===== config.mk =====
export PLATFORM = sky130hd
export DESIGN_NAME = multi_slot_oneshot_periodic_timer
export DESIGN_NICKNAME = d
export VERILOG_FILES = /design/src/hdl/msopt_pkg.sv /design/src/hdl/msopt_div.sv /design/src/hdl/multi_slot_oneshot_periodic_timer.sv
export SDC_FILE = /design/constraint.sdc
export NUM_CORES = 2
export LEC_CHECK = 0
export ABC_CLOCK_PERIOD_IN_PS = 14200
export BUFFER_PORTS_ARGS = -buffer_cell sky130_fd_sc_hd__buf_2
export CORE_UTILIZATION = 35
export CTS_BUF_LIST = sky130_fd_sc_hd__clkbuf_16
export DETAILED_ROUTE_END_ITERATION = 12
export PLACE_DENSITY = 0.49
export SLEW_MARGIN = 20
export SYNTH_ARGS = -nofsm -noshare
export SYNTH_HDL_FRONTEND = slang
export SYNTH_SLANG_ARGS = --single-unit

===== constraint.sdc =====
create_clock -name clk_i -period 14.2 [get_ports clk_i]
set_input_delay 0.71 -clock clk_i [delete_from_list [all_inputs] [get_ports clk_i]]
set_output_delay 0.71 -clock clk_i [all_outputs]
set_load 0.01 [all_outputs]

===== src/hdl/msopt_pkg.sv =====
// package: types and codes for the multi-slot timer
package msopt_pkg;
  localparam int unsigned ModeW = 3;
  localparam int unsigned KindW = 3;
  localparam int unsigned StepW = 10;
  localparam logic [StepW-1:0] StepReset = 10'd12;
  localparam int unsigned MaxResults = 16; // expiries reported per tick at most

  localparam logic [ModeW-1:0] ModeTick   = 3'd0;
  localparam logic [ModeW-1:0] ModeArm    = 3'd1;
  localparam logic [ModeW-1:0] ModeWait   = 3'd2;
  localparam logic [ModeW-1:0] ModeQuery  = 3'd3;
  localparam logic [ModeW-1:0] ModeAbort  = 3'd4;

  localparam logic [KindW-1:0] KindExpiry   = 3'd0;
  localparam logic [KindW-1:0] KindArmed    = 3'd1;
  localparam logic [KindW-1:0] KindWaitCnt  = 3'd2;
  localparam logic [KindW-1:0] KindBlock    = 3'd3;
  localparam logic [KindW-1:0] KindPeriodic = 3'd4;
  localparam logic [KindW-1:0] KindFired    = 3'd5;
  localparam logic [KindW-1:0] KindPending  = 3'd6;
  localparam logic [KindW-1:0] KindAborted  = 3'd7;

  typedef struct packed {
    logic [2:0]  mode;
    logic [3:0]  slot;
    logic [31:0] delay_ms;
    logic [31:0] period_ms;
  } req_t;

  typedef struct packed {
    logic [3:0]  result_slot;
    logic [2:0]  kind;
    logic [31:0] event_count;
    logic        last;
  } rsp_t;

  // divider handshake
  typedef struct packed {
    logic        start;
    logic [63:0] dividend;
    logic [31:0] divisor;
  } div_req_t;

  typedef struct packed {
    logic        done;
    logic [63:0] quot;
    logic [31:0] rem;
  } div_rsp_t;
endpackage


===== src/hdl/msopt_div.sv =====
// serial restoring divider, one quotient bit per cycle
module msopt_div (
  input  logic               clk_i,
  input  logic               rst_ni,
  input  msopt_pkg::div_req_t req_i,
  output msopt_pkg::div_rsp_t rsp_o
);
  import msopt_pkg::*;

  logic [63:0] quot_q, quot_d;
  logic [32:0] rem_q, rem_d;
  logic [31:0] dvs_q, dvs_d;
  logic [6:0]  cnt_q, cnt_d;
  logic        busy_q, busy_d, done_q, done_d;
  logic [32:0] shifted;
  logic [33:0] diff;

  always_comb begin
    quot_d = quot_q;
    rem_d  = rem_q;
    dvs_d  = dvs_q;
    cnt_d  = cnt_q;
    busy_d = busy_q;
    done_d = 1'b0;
    shifted = {rem_q[31:0], quot_q[63]};
    diff = {1'b0, shifted} - {2'b00, dvs_q};
    if (req_i.start) begin
      quot_d = req_i.dividend;
      rem_d  = '0;
      dvs_d  = req_i.divisor;
      cnt_d  = '0;
      busy_d = 1'b1;
    end else if (busy_q) begin
      if (!diff[33]) begin
        rem_d  = diff[32:0];
        quot_d = {quot_q[62:0], 1'b1};
      end else begin
        rem_d  = shifted;
        quot_d = {quot_q[62:0], 1'b0};
      end
      cnt_d = cnt_q + 7'd1;
      if (cnt_q == 7'd63) begin
        busy_d = 1'b0;
        done_d = 1'b1;
      end
    end
  end

  always_ff @(posedge clk_i or negedge rst_ni) begin
    if (!rst_ni) begin
      busy_q <= 1'b0;
      done_q <= 1'b0;
      cnt_q  <= '0;
    end else begin
      busy_q <= busy_d;
      done_q <= done_d;
      cnt_q  <= cnt_d;
    end
  end

  always_ff @(posedge clk_i) begin
    quot_q <= quot_d;
    rem_q  <= rem_d;
    dvs_q  <= dvs_d;
  end

  assign rsp_o.done = done_q;
  assign rsp_o.quot = quot_q;
  assign rsp_o.rem  = rem_q[31:0];
endmodule


===== src/hdl/multi_slot_oneshot_periodic_timer.sv =====
// top level: millisecond clock, slot table and request sequencer
// arm/query/abort/one-shot wait: idle, pick, then the result is held for output
// periodic wait poll: pick, the 64-step shared divide, then the result
// tick: a scan of every slot, then per expiry a pick and the rescan that decides
//   last, with a periodic divide before the rescan, plus output wait
// one request at a time, ready only when idle; reset clears clock, slots, step 12
module multi_slot_oneshot_periodic_timer #(
  parameter int unsigned NUM_TIMERS = 16
) (
  input  logic                clk_i,
  input  logic                rst_ni,
  input  logic                in_valid_i,
  output logic                in_ready_o,
  input  msopt_pkg::req_t     in_data_i,
  output logic                out_valid_o,
  input  logic                out_ready_i,
  output msopt_pkg::rsp_t     out_data_o,
  input  logic                cfg_we_i,
  input  logic [9:0]          cfg_wdata_i
);
  import msopt_pkg::*;

  localparam int unsigned IdxW = (NUM_TIMERS > 1) ? $clog2(NUM_TIMERS) : 1;
  localparam int unsigned CntW = $clog2(NUM_TIMERS + 1);
  localparam logic [CntW-1:0] NumT = CntW'(NUM_TIMERS);
  localparam logic [CntW-1:0] MaxRes =
    CntW'(MaxResults < NUM_TIMERS ? MaxResults : NUM_TIMERS);
  localparam logic [63:0] U64Max = '1;

  // sequencer states
  localparam logic [2:0] StIdle = 3'd0;
  localparam logic [2:0] StScan = 3'd1; // walk slots looking for earliest due
  localparam logic [2:0] StPick = 3'd2; // act on chosen slot
  localparam logic [2:0] StDiv  = 3'd3; // wait for catch-up divide
  localparam logic [2:0] StOut  = 3'd4; // hold result until taken

  logic [2:0] st_q, st_d;
  logic [StepW-1:0] step_q;
  logic [63:0] now_q, now_d;
  logic [63:0] dl_q [NUM_TIMERS];
  logic [31:0] per_q [NUM_TIMERS];
  logic [NUM_TIMERS-1:0] armed_q, armed_d, done_q, done_d;

  req_t req_q, req_d;
  rsp_t rsp_q, rsp_d;
  logic [CntW-1:0] scan_q, scan_d;   // scan position
  logic [CntW-1:0] nres_q, nres_d;   // expiries given this tick
  logic            found_q, found_d;
  logic [IdxW-1:0] best_q, best_d;
  logic [63:0]     bestdl_q, bestdl_d;
  logic            held_q, held_d;   // expiry waits in rsp_q while rescan decides last

  // slot write port
  logic            dl_we, per_we;
  logic [IdxW-1:0] wr_idx;
  logic [63:0]     dl_wdata;

  div_req_t div_req;
  div_rsp_t div_rsp;

  msopt_div u_div (
    .clk_i  (clk_i),
    .rst_ni (rst_ni),
    .req_i  (div_req),
    .rsp_o  (div_rsp)
  );

  logic [IdxW-1:0] sidx, scan_idx;
  logic [63:0]     s_dl, c_dl;
  logic [31:0]     s_per;
  logic [63:0]     nx_dl;
  logic [64:0]     nx_sum;
  logic [31:0]     nx_cnt;

  assign sidx     = IdxW'(req_q.slot);
  assign scan_idx = scan_q[IdxW-1:0];
  assign s_dl     = dl_q[best_q];
  assign s_per    = per_q[best_q];
  assign c_dl     = dl_q[scan_idx];

  // catch-up result: deadline = now - rem + period (saturating)
  assign nx_sum = {1'b0, now_q - {32'd0, div_rsp.rem}} + {33'd0, s_per};
  assign nx_dl  = nx_sum[64] ? U64Max : nx_sum[63:0];
  assign nx_cnt = (div_rsp.quot >= 64'hFFFF_FFFF) ? 32'hFFFF_FFFF
                                                  : div_rsp.quot[31:0] + 32'd1;

  always_comb begin
    logic [64:0] sum;
    logic        nxt;
    st_d = st_q; now_d = now_q; armed_d = armed_q; done_d = done_q;
    req_d = req_q; rsp_d = rsp_q; scan_d = scan_q; nres_d = nres_q;
    found_d = found_q; best_d = best_q; bestdl_d = bestdl_q; held_d = held_q;
    dl_we = 1'b0; per_we = 1'b0; wr_idx = best_q; dl_wdata = nx_dl;
    div_req.start = 1'b0;
    div_req.dividend = now_q - s_dl;
    div_req.divisor = s_per;
    sum = '0;
    // another expiry is due and the per-tick cap is not reached
    nxt = found_q && (nres_q != MaxRes);
    unique case (st_q)
      StIdle: begin
        if (in_valid_i) begin
          req_d = in_data_i;
          best_d = IdxW'(in_data_i.slot);
          if (in_data_i.mode == ModeTick) begin
            sum = {1'b0, now_q} + {55'd0, step_q};
            now_d = sum[64] ? U64Max : sum[63:0];
            done_d = '0; nres_d = '0; scan_d = '0; found_d = 1'b0;
            held_d = 1'b0;
            st_d = StScan;
          end else if (in_data_i.mode <= ModeAbort &&
                       32'(in_data_i.slot) < NUM_TIMERS) begin
            st_d = StPick;
          end
          // unused modes and slots out of range are dropped here
        end
      end
      StScan: begin
        if (scan_q == NumT) begin
          if (held_q) begin
            // held expiry is last unless another one follows
            rsp_d.last = !nxt;
            held_d = 1'b0;
            st_d = StOut;
          end else if (nxt) begin
            st_d = StPick;
          end else begin
            st_d = StIdle;
          end
        end else begin
          if (armed_q[scan_idx] && !done_q[scan_idx] && c_dl <= now_q &&
              (!found_q || c_dl < bestdl_q)) begin
            found_d = 1'b1; best_d = scan_idx; bestdl_d = c_dl;
          end
          scan_d = scan_q + CntW'(1);
        end
      end
      StPick: begin
        rsp_d.result_slot = 4'(best_q);
        rsp_d.event_count = '0;
        rsp_d.last = 1'b1;
        st_d = StOut;
        if (req_q.mode == ModeTick) begin
          done_d[best_q] = 1'b1;
          nres_d = nres_q + CntW'(1);
          rsp_d.kind = KindExpiry;
          if (s_per != 0) begin
            div_req.start = 1'b1;
            st_d = StDiv;
          end else begin
            armed_d[best_q] = 1'b0;
            rsp_d.event_count = 32'd1;
            // rescan to find out whether this expiry is the last one
            scan_d = '0; found_d = 1'b0; held_d = 1'b1;
            st_d = StScan;
          end
        end else begin
          unique case (req_q.mode)
            ModeArm: begin
              sum = {1'b0, now_q} + {33'd0, req_q.delay_ms};
              dl_we = 1'b1; per_we = 1'b1; wr_idx = sidx;
              dl_wdata = sum[64] ? U64Max : sum[63:0];
              armed_d[sidx] = 1'b1;
              rsp_d.kind = KindArmed;
            end
            ModeWait: begin
              rsp_d.kind = KindWaitCnt;
              if (s_dl > now_q) begin
                armed_d[sidx] = 1'b1;
                rsp_d.kind = KindBlock;
              end else if (s_per != 0) begin
                div_req.start = 1'b1;
                st_d = StDiv;
              end else begin
                rsp_d.event_count = {31'd0, armed_q[sidx]};
                armed_d[sidx] = 1'b0;
              end
            end
            ModeQuery: begin
              rsp_d.kind = (s_per != 0) ? KindPeriodic :
                           (armed_q[sidx] ? KindPending : KindFired);
            end
            default: begin
              armed_d[sidx] = 1'b0;
              rsp_d.kind = KindAborted;
            end
          endcase
        end
      end
      StDiv: begin
        if (div_rsp.done) begin
          dl_we = 1'b1;
          armed_d[best_q] = 1'b1;
          rsp_d.event_count = nx_cnt;
          if (req_q.mode == ModeTick) begin
            scan_d = '0; found_d = 1'b0; held_d = 1'b1;
            st_d = StScan;
          end else begin
            st_d = StOut;
          end
        end
      end
      StOut: begin
        if (out_ready_i) begin
          // a tick result that is not last already has its next slot in best_q
          st_d = (req_q.mode == ModeTick && !rsp_q.last) ? StPick : StIdle;
        end
      end
      default: st_d = StIdle;
    endcase
  end

  assign out_valid_o = (st_q == StOut);
  assign out_data_o  = rsp_q;
  assign in_ready_o  = (st_q == StIdle);

  always_ff @(posedge clk_i or negedge rst_ni) begin
    if (!rst_ni) begin
      st_q <= StIdle; step_q <= StepReset; now_q <= '0;
      armed_q <= '0; done_q <= '0; scan_q <= '0; nres_q <= '0;
      found_q <= 1'b0; held_q <= 1'b0;
      rsp_q <= '0;
      for (int i = 0; i < NUM_TIMERS; i++) begin
        dl_q[i] <= '0; per_q[i] <= '0;
      end
    end else begin
      if (cfg_we_i) step_q <= cfg_wdata_i;
      st_q <= st_d; now_q <= now_d; armed_q <= armed_d; done_q <= done_d;
      scan_q <= scan_d; nres_q <= nres_d; found_q <= found_d;
      held_q <= held_d; rsp_q <= rsp_d;
      if (dl_we) dl_q[wr_idx] <= dl_wdata;
      if (per_we) per_q[wr_idx] <= req_q.period_ms;
    end
  end

  always_ff @(posedge clk_i) begin
    req_q <= req_d;
    best_q <= best_d;
    bestdl_q <= bestdl_d;
  end
endmodule


# --- Yosys cells after proc, flatten, opt, wreduce, memory -nomap -nowiden ---
# Cells that the tools add are included.
totals:
  output_inout_bits: 42
  word_cells: 279
  in_bits: 86
  regBits: 1973
classes:
  add_sub_neg: 10
  mux: 127
  eq_ne: 25
  bitwise: 11
  n_lt_le_gt_ge: 14
  reduce_logical: 35
ops:
  columns: ["op", "n"]
  rows:
  - ["$bwmux 1024", 1]
  - ["$mux 64", 13]
  - ["$bmux 64 s4", 2]
  - ["$bwmux 512", 1]
  - ["$demux 64 s4", 1]
  - ["$mux 32", 6]
  - ["$add 64x32->65", 2]
  - ["$bmux 32 s4", 1]
  - ["$demux 32 s4", 1]
  - ["$mux 16", 8]
  - ["$add 64x10->65", 1]
  - ["$ge 64x32->1 const B", 1]
  - ["$gt 64x64->1", 1]
  - ["$le 64x64->1", 1]
  - ["$lt 64x64->1", 1]
  - ["$pmux 16 s2", 2]
  - ["$pmux 32 s2", 1]
  - ["$sub 64x32->64", 1]
  - ["$sub 64x64->64", 1]
  - ["$or 16x16->16", 3]
  - ["$pmux 16 s3", 1]
  - ["$mux 1", 41]
  - ["$mux 5", 8]
  - ["$mux 3", 12]
  - ["other kinds (50)", 111]

# --- Depth between registers and ports, before layout ---
depth:
  word_depth: 11
  ltp_mapped: 28
  mapped_depth_nobuf: 26

# --- Modules after synthesis ---
# Synthesis repeated with hierarchy kept, for this count alone.
hier_totals:
  cells_unflattened: 9659
  hier_area_um2: 109826.6
by_module_without_submodules:
  columns: ["module", "seq_area_each_um2", "cells_each", "n_inst", "area_each_um2"]
  rows:
  - ["multi_slot_oneshot_periodic_timer", 46642.2, 8981, 1, 102331.9]
  - ["msopt_div", 3748.6, 678, 1, 7494.7]

# --- Worst setup path before layout ---
# OpenSTA, ideal clock, no wires.
synth_path:
  kind: "reg2reg"
  startpoint: "reg scan_q[0]"
  endpoint: "reg best_q[0], enable pin"
  path_stages_with_launch: 21
  setup_time_ns: 0.321
  t_arrival_ns: 10.111
  slack_ns: 3.768
  n_path_buf: 4
  required_time_ns: 13.879
  synth_period_minus_slack_ns: 10.432
  path_cell_list: "dfrtp_1 clkbuf_1 clkbuf_1 clkbuf_1 buf_1 mux4_2 mux4_2 ha_1 a21o_1 a21o_1 a21o_1 a21o_1 a21o_1 a21o_1 a21oi_1 o21ai_0 nor3_1 a21o_1 o211ai_1 a211oi_1 or2_2"
synth_between:
  elab_chain_cells: 9
  elab_cells_between_ends: 19
  classes_between: "order compare: 2; eq/ne: 3; mux: 7; bitwise: 1; reduce/logical: 6"
synth_lines:
  columns: ["item", "line", "source"]
  rows:
  - ["start, declared", "multi_slot_oneshot_periodic_timer.sv:46", "logic [CntW-1:0] scan_q, scan_d;"]
  - ["start signal, assigned", "multi_slot_oneshot_periodic_timer.sv:229", "scan_q <= scan_d; nres_q <= nres_d; found_q <= found_d;"]
  - ["$not 4->5 (not written as such) (*)", "multi_slot_oneshot_periodic_timer.sv:79", "assign c_dl = dl_q[scan_idx];"]
  - ["$bmux 64 s4 (*)", "multi_slot_oneshot_periodic_timer.sv:79", null]
  - ["$mux 64 (not written as such) (*) (2 in a row)", "multi_slot_oneshot_periodic_timer.sv:79", null]
  - ["net c_dl[57]", "multi_slot_oneshot_periodic_timer.sv:69", "logic [63:0] s_dl, c_dl;"]
  - ["$le 64x64->1 / $lt 64x64->1 (equally long branches)", "multi_slot_oneshot_periodic_timer.sv:131, multi_slot_oneshot_periodic_timer.sv:132", null]
  - ["$logic_and 1x1->1 / $logic_or 1x1->1 (equally long branches)", "multi_slot_oneshot_periodic_timer.sv:131, multi_slot_oneshot_periodic_timer.sv:132", null]
  - ["$logic_and 1x1->1 (*)", "multi_slot_oneshot_periodic_timer.sv:131", "if (armed_q[scan_idx] && !done_q[scan_idx] && c_dl <= now_q &&"]
  - ["$ne 2x2->1 (no source line) (*)", null, null]
  - ["$reduce_and 4->1 (no source line) (*)", null, null]
  - ["end signal, assigned", "multi_slot_oneshot_periodic_timer.sv:238", "best_q <= best_d;"]
  - ["end, declared", "multi_slot_oneshot_periodic_timer.sv:49", "logic [IdxW-1:0] best_q, best_d;"]
# Mark *: on every way through the listed nets, which the timed path passes. The rest lies on a longest branch. The select of a mux whose other input is x is not followed.
# A chain may end at the register's enable or synchronous reset.

# --- Worst setup path in the final report ---
layout_path:
  startpoint: "reg best_q[0]"
  endpoint: "reg u_div.quot_q[48], enable pin"
layout_between:
  elab_chain_cells: 11
  elab_cells_between_ends: 15
  classes_between: "order compare: 1; mux: 11; bitwise: 1; reduce/logical: 2"
layout_lines:
  columns: ["item", "line", "source"]
  rows:
  - ["$not 4->5 (not written as such) (*)", "multi_slot_oneshot_periodic_timer.sv:77, multi_slot_oneshot_periodic_timer.sv:78", null]
  - ["branches (longest 7 deep; another with $gt 64x64->1)", null, null]
  - ["$mux 1 (*)", "multi_slot_oneshot_periodic_timer.sv:143", "if (req_q.mode == ModeTick) begin"]
  - ["$mux 1 (*)", "multi_slot_oneshot_periodic_timer.sv:100", "unique case (st_q)"]
  - ["$reduce_bool 2->1 (no source line) (*)", null, null]
  - ["end signal, assigned", "msopt_div.sv:62", "quot_q <= quot_d;"]
  - ["end, declared", "msopt_div.sv:10", "logic [63:0] quot_q, quot_d;"]
# Every way passes the cells marked *. The select of a mux whose other input is x is not followed.

==> results.txt <==
The run finished with clean final reports. For this run, the post-layout net count is 9,861. For the pin with the worst max-slew slack, the measured transition is 1.21 ns. Setup total negative slack on the finished layout was measured at 0 ns.

The number of warning messages in the yosys log was 0; the ratio of total power to cell area was 94.6 mW/mm². In this run the number of H-tree levels came out at 4. The logs give 0.191 for the worst slew margin relative to its limit and 0.0000950 V for the maximum vdd ir drop. After global routing the overflow that remains totals 0.

The tools report the hold violation total from the final report as 0. In this run the most critical hold path is launched from in_data_i[70]. The total DRC errors in the routed layout is 0. The number of max-slew violations in the final report came out at 0. The tools report the post-synthesis instance area as 0.109 mm².

After detailed routing, the met2 layer carries 173,000 µm of wire. The total area inside the core boundary comes to 0.309 mm². The final cycle utilization of the critical path was 0.647; the number of antenna violations at the first check in global routing was 16. The area growth from synthesis to final layout works out to 11.4%. Setup repair after global routing left no endpoint under its margin.

The class of the worst hold path is input port to register. Across the run, the number of max-cap violations was 0. The effective utilization at floorplan was 0.352. In the routed layout, each cell is associated on average with a via count of 5.70. The run gives 0.235 as the global router's overall resource usage. For the post-synthesis net count, the log shows 10,000.

In this run the critical register-to-register path is launched from best_q[0]. For this design, the sink count on the clock tree is 1,973. The signal on the critical path passes through buf_12, buf_4, mux4_2, mux4_2, inv_1, ha_1, nand3_1, nor2_1, nand3_1, a211oi_1, nor2_1, o311ai_0, o21ai_0, o21ai_0, a21oi_4, buf_4, buf_4, nand2b_4.

The initialized floorplan defines 204 standard-cell rows. The overall die area was 0.313 mm²; the routability congestion estimate was 0.963. The number of cells on the worst reg-to-reg path is 18. The cell with the most instances on the worst path is sky130_fd_sc_hd__buf_4. The most used flip-flop cell after synthesis was sky130_fd_sc_hd__dfrtp_1.

Leaving out fill and tap cells, the most frequent cells in the layout are sky130_fd_sc_hd__dfrtp_1, sky130_fd_sc_hd__nand2_1, sky130_fd_sc_hd__o21ai_0, sky130_fd_sc_hd__mux4_2, sky130_fd_sc_hd__mux2_2. The run gives 242,000 µm as the HPWL after detailed placement. TritonCTS built the clock tree.

The tools report the wire length of the first global-routing pass as 548,000 µm. The tools report the required arrival time at the worst endpoint as 14.69 ns. The hold path depth was 1; the post-cts repair resize count was 0.

The critical path's slowest cell is sky130_fd_sc_hd__o311ai_0. Before CTS, the worst setup slack after placement is 5.00 ns. Synthesis inferred 1,973 register bits. The worst-case setup margin in the final layout was 5.01 ns; the maximum fanout along the worst path was 88. The logs give 53.4 nW for the leakage power figure and 4 for the deepest clock path buffer count.

The root buffer selected by CTS is sky130_fd_sc_hd__clkbuf_16. The sort of element at the start of the critical path was a register. The run gives 0.92 ns as the source-to-sink clock delay at the later pin of the worst-skew pair. For the sequential-to-total area share from yosys stat, the log shows 0.463. In this run the count of I/O pins placed on the die edge is 128. The floorplan step set the die width to 560 µm. For the data arrival at the endpoint of the critical path, the log shows 9.68 ns.

The count of filler cells inserted in the layout was 29,600. Sort of element at the end of the critical path: a register. Total detailed-routing wirelength: 371,000 µm. The largest net degree at the start of global routing is 188, and the via count of the first global-routing pass is 78,800.

The clock transition at the register clock pins on the worst setup and hold paths after CTS was 0.06 ns. Critical path start-end classification: register to register. The number of distinct library cell variants in the gate-level netlist after synthesis is 99. On the worst path, the slowest cell contributes a delay of 0.86 ns. The register-to-register setup slack was 5.01 ns; the number of instances in the placed design was 13,300.

After detailed routing, the average wire length per cell comes to 27.0 µm. The detailed router placed 78,300 vias in this run. The tools report the highest clock rate as 109 MHz.

Count of buffers inserted at the top-level ports: 127. Clock tree synthesis inserted a total of 224 buffers. The setup-violating endpoint count in the final report was 0. The number of DRC markers in iteration 0 came out at 6,474. The first detailed-routing pass ran for 7 iterations. The minimum clock period is 9.19 ns. The top layer reached by signal wires is met5. The capturing point of the worst reg2reg path is u_div.quot_q[48]. The detail route stage leaves a number of antenna-violating nets equal to 0.

The routed design uses 21,000 µm of met3 wire. The detailed router put a total of 162,000 µm of wire on met1. The average footprint of a synthesized cell is 11.4 µm², and the clock tree skew after final layout is 0.0784 ns. The die is 560 µm tall. The share of async-settable or async-resettable flops after synthesis works out to 0.865. Share of final-layout standard cells stronger than drive strength 1: 0.215. Leaving out fill and tap cells, the most frequent cell in the layout is sky130_fd_sc_hd__dfrtp_1. Yosys mapped a number of flops with a built-in enable equal to 235. The finished layout holds 13,700 standard cells, fillers aside. The worst hold path terminates at req_q[70]. The tools report the cell count after synthesis as 9,575.
registers in the layout, indices dropped and copies added (netlist names), 4 cells and up:
name          cells
nres_q            5
req_q            67
sidx              4
u_div.cnt_q       7
scan_q            5
now_q            64
per_q           512
step_q           10
out_data_o       40
bestdl_q         64
best_q            4
u_div.quot_q     64
done_q           16
u_div.dvs_q      32
armed_q          16
u_div.rem_q      32
dl_q           1024
worst max-delay path: cells and delay by family, from the launching register on:
family,cells,cell delay [ns]
AND/OR/NAND/NOR,5,1.83
AO/OA/AOI/OAI,5,2.22
adder cells (fa/ha/maj),1,0.22
flip-flops,1,0.84
multiplexers,2,1.07
buffers and inverters,5,2.18
cell type report:
type / count / area [µm²] / share of cell area
clock inverter: 183 / 1210 / 0.00996
multi-input combinational: 6556 / 54900 / 0.453
clock buffer: 226 / 5660 / 0.0466
inverter: 326 / 1220 / 0.0101
sequential: 1973 / 50400 / 0.416
timing repair buffer: 351 / 2740 / 0.0226
tap: 4120 / 5150 / 0.0425
antenna: 5 / 12.5 / 0.000103
cell usage after synthesis (31+ instances only):
cell type | instances | area [µm²]
sky130_fd_sc_hd__edfxtp_1 | 235 | 7060
sky130_fd_sc_hd__a21o_1 | 176 | 1320
sky130_fd_sc_hd__a31oi_1 | 57 | 357
sky130_fd_sc_hd__xnor2_1 | 214 | 1870
sky130_fd_sc_hd__mux4_2 | 806 | 18200
sky130_fd_sc_hd__a211oi_1 | 50 | 375
sky130_fd_sc_hd__nor2_1 | 292 | 1100
sky130_fd_sc_hd__mux2_2 | 529 | 5960
sky130_fd_sc_hd__o21ai_0 | 1241 | 6210
sky130_fd_sc_hd__nand3_1 | 94 | 470
sky130_fd_sc_hd__xor2_1 | 86 | 753
sky130_fd_sc_hd__and2_1 | 32 | 200
sky130_fd_sc_hd__nor2b_1 | 52 | 325
sky130_fd_sc_hd__o21a_1 | 55 | 413
sky130_fd_sc_hd__nand4_1 | 86 | 538
sky130_fd_sc_hd__clkbuf_1 | 573 | 2150
sky130_fd_sc_hd__o21bai_1 | 31 | 233
sky130_fd_sc_hd__and3_1 | 37 | 231
sky130_fd_sc_hd__o211ai_1 | 46 | 345
sky130_fd_sc_hd__a21oi_1 | 340 | 1700
sky130_fd_sc_hd__dfrtp_1 | 1704 | 42600
sky130_fd_sc_hd__buf_1 | 121 | 454
sky130_fd_sc_hd__nor4_1 | 46 | 288
sky130_fd_sc_hd__inv_1 | 324 | 1220
sky130_fd_sc_hd__nor3_1 | 108 | 541
sky130_fd_sc_hd__dfxtp_1 | 32 | 641
sky130_fd_sc_hd__o22ai_1 | 50 | 313
sky130_fd_sc_hd__nand2_1 | 1398 | 5250
sky130_fd_sc_hd__nand2b_1 | 61 | 382
sky130_fd_sc_hd__ha_1 | 337 | 4220
sky130_fd_sc_hd__o21ai_1 | 35 | 175
power breakdown:
part / switching [mW] / internal (mW)
Clock: 2.46 / 3.09
Combinational: 0.161 / 0.0545
Sequential: 0.00560 / 5.71
Total: 2.62 / 8.85
cell families after synthesis:
| group | synth area share |
|---|---|
| flops | 0.463 |
| compound gates | 0.120 |
| simple gates | 0.0933 |
| buf+inv | 0.0372 |
| mux | 0.222 |
| xor+xnor | 0.0241 |
| fa+ha+maj | 0.0398 |
routing by layer:
layer,global-route usage,up-vias
met1,0.321,40500
met4,0.0867,2
met3,0.0367,576
li1,-,34800
met2,0.378,2396
met5,0,-
worst max path at each step:
| stage | from | endpoint |
|---|---|---|
| after floorplan | scan_q[0] | best_q[0] |
| after global placement | best_q[1] | u_div.quot_q[0] |
| after detailed placement | best_q[0] | u_div.quot_q[0] |
| after CTS | best_q[0] | u_div.quot_q[49] |
| after global routing | best_q[0] | u_div.quot_q[49] |
| final | best_q[0] | u_div.quot_q[48] |
metrics by stage:
stage / util / hold slack, ns / area, µm² / total power, mW
2_1_floorplan: - / 0.414 / 109000 / 5.87
3_3_place_gp: 0.368 / 0.457 / 114000 / 6.02
3_5_place_dp: 0.368 / 0.461 / 114000 / 6.03
4_1_cts: 0.392 / 0.000300 / 121000 / 11.6
5_1_grt: 0.392 / 0.0262 / 121000 / 11.8
6_report: 0.392 / 0.0548 / 121000 / 11.5
timing repair:
action,CTS,global route
endpoints found under the hold margin,172,0
hold buffers,53,0
buffers inserted,0,0
Note: power is estimated with default switching activity, not from simulation.
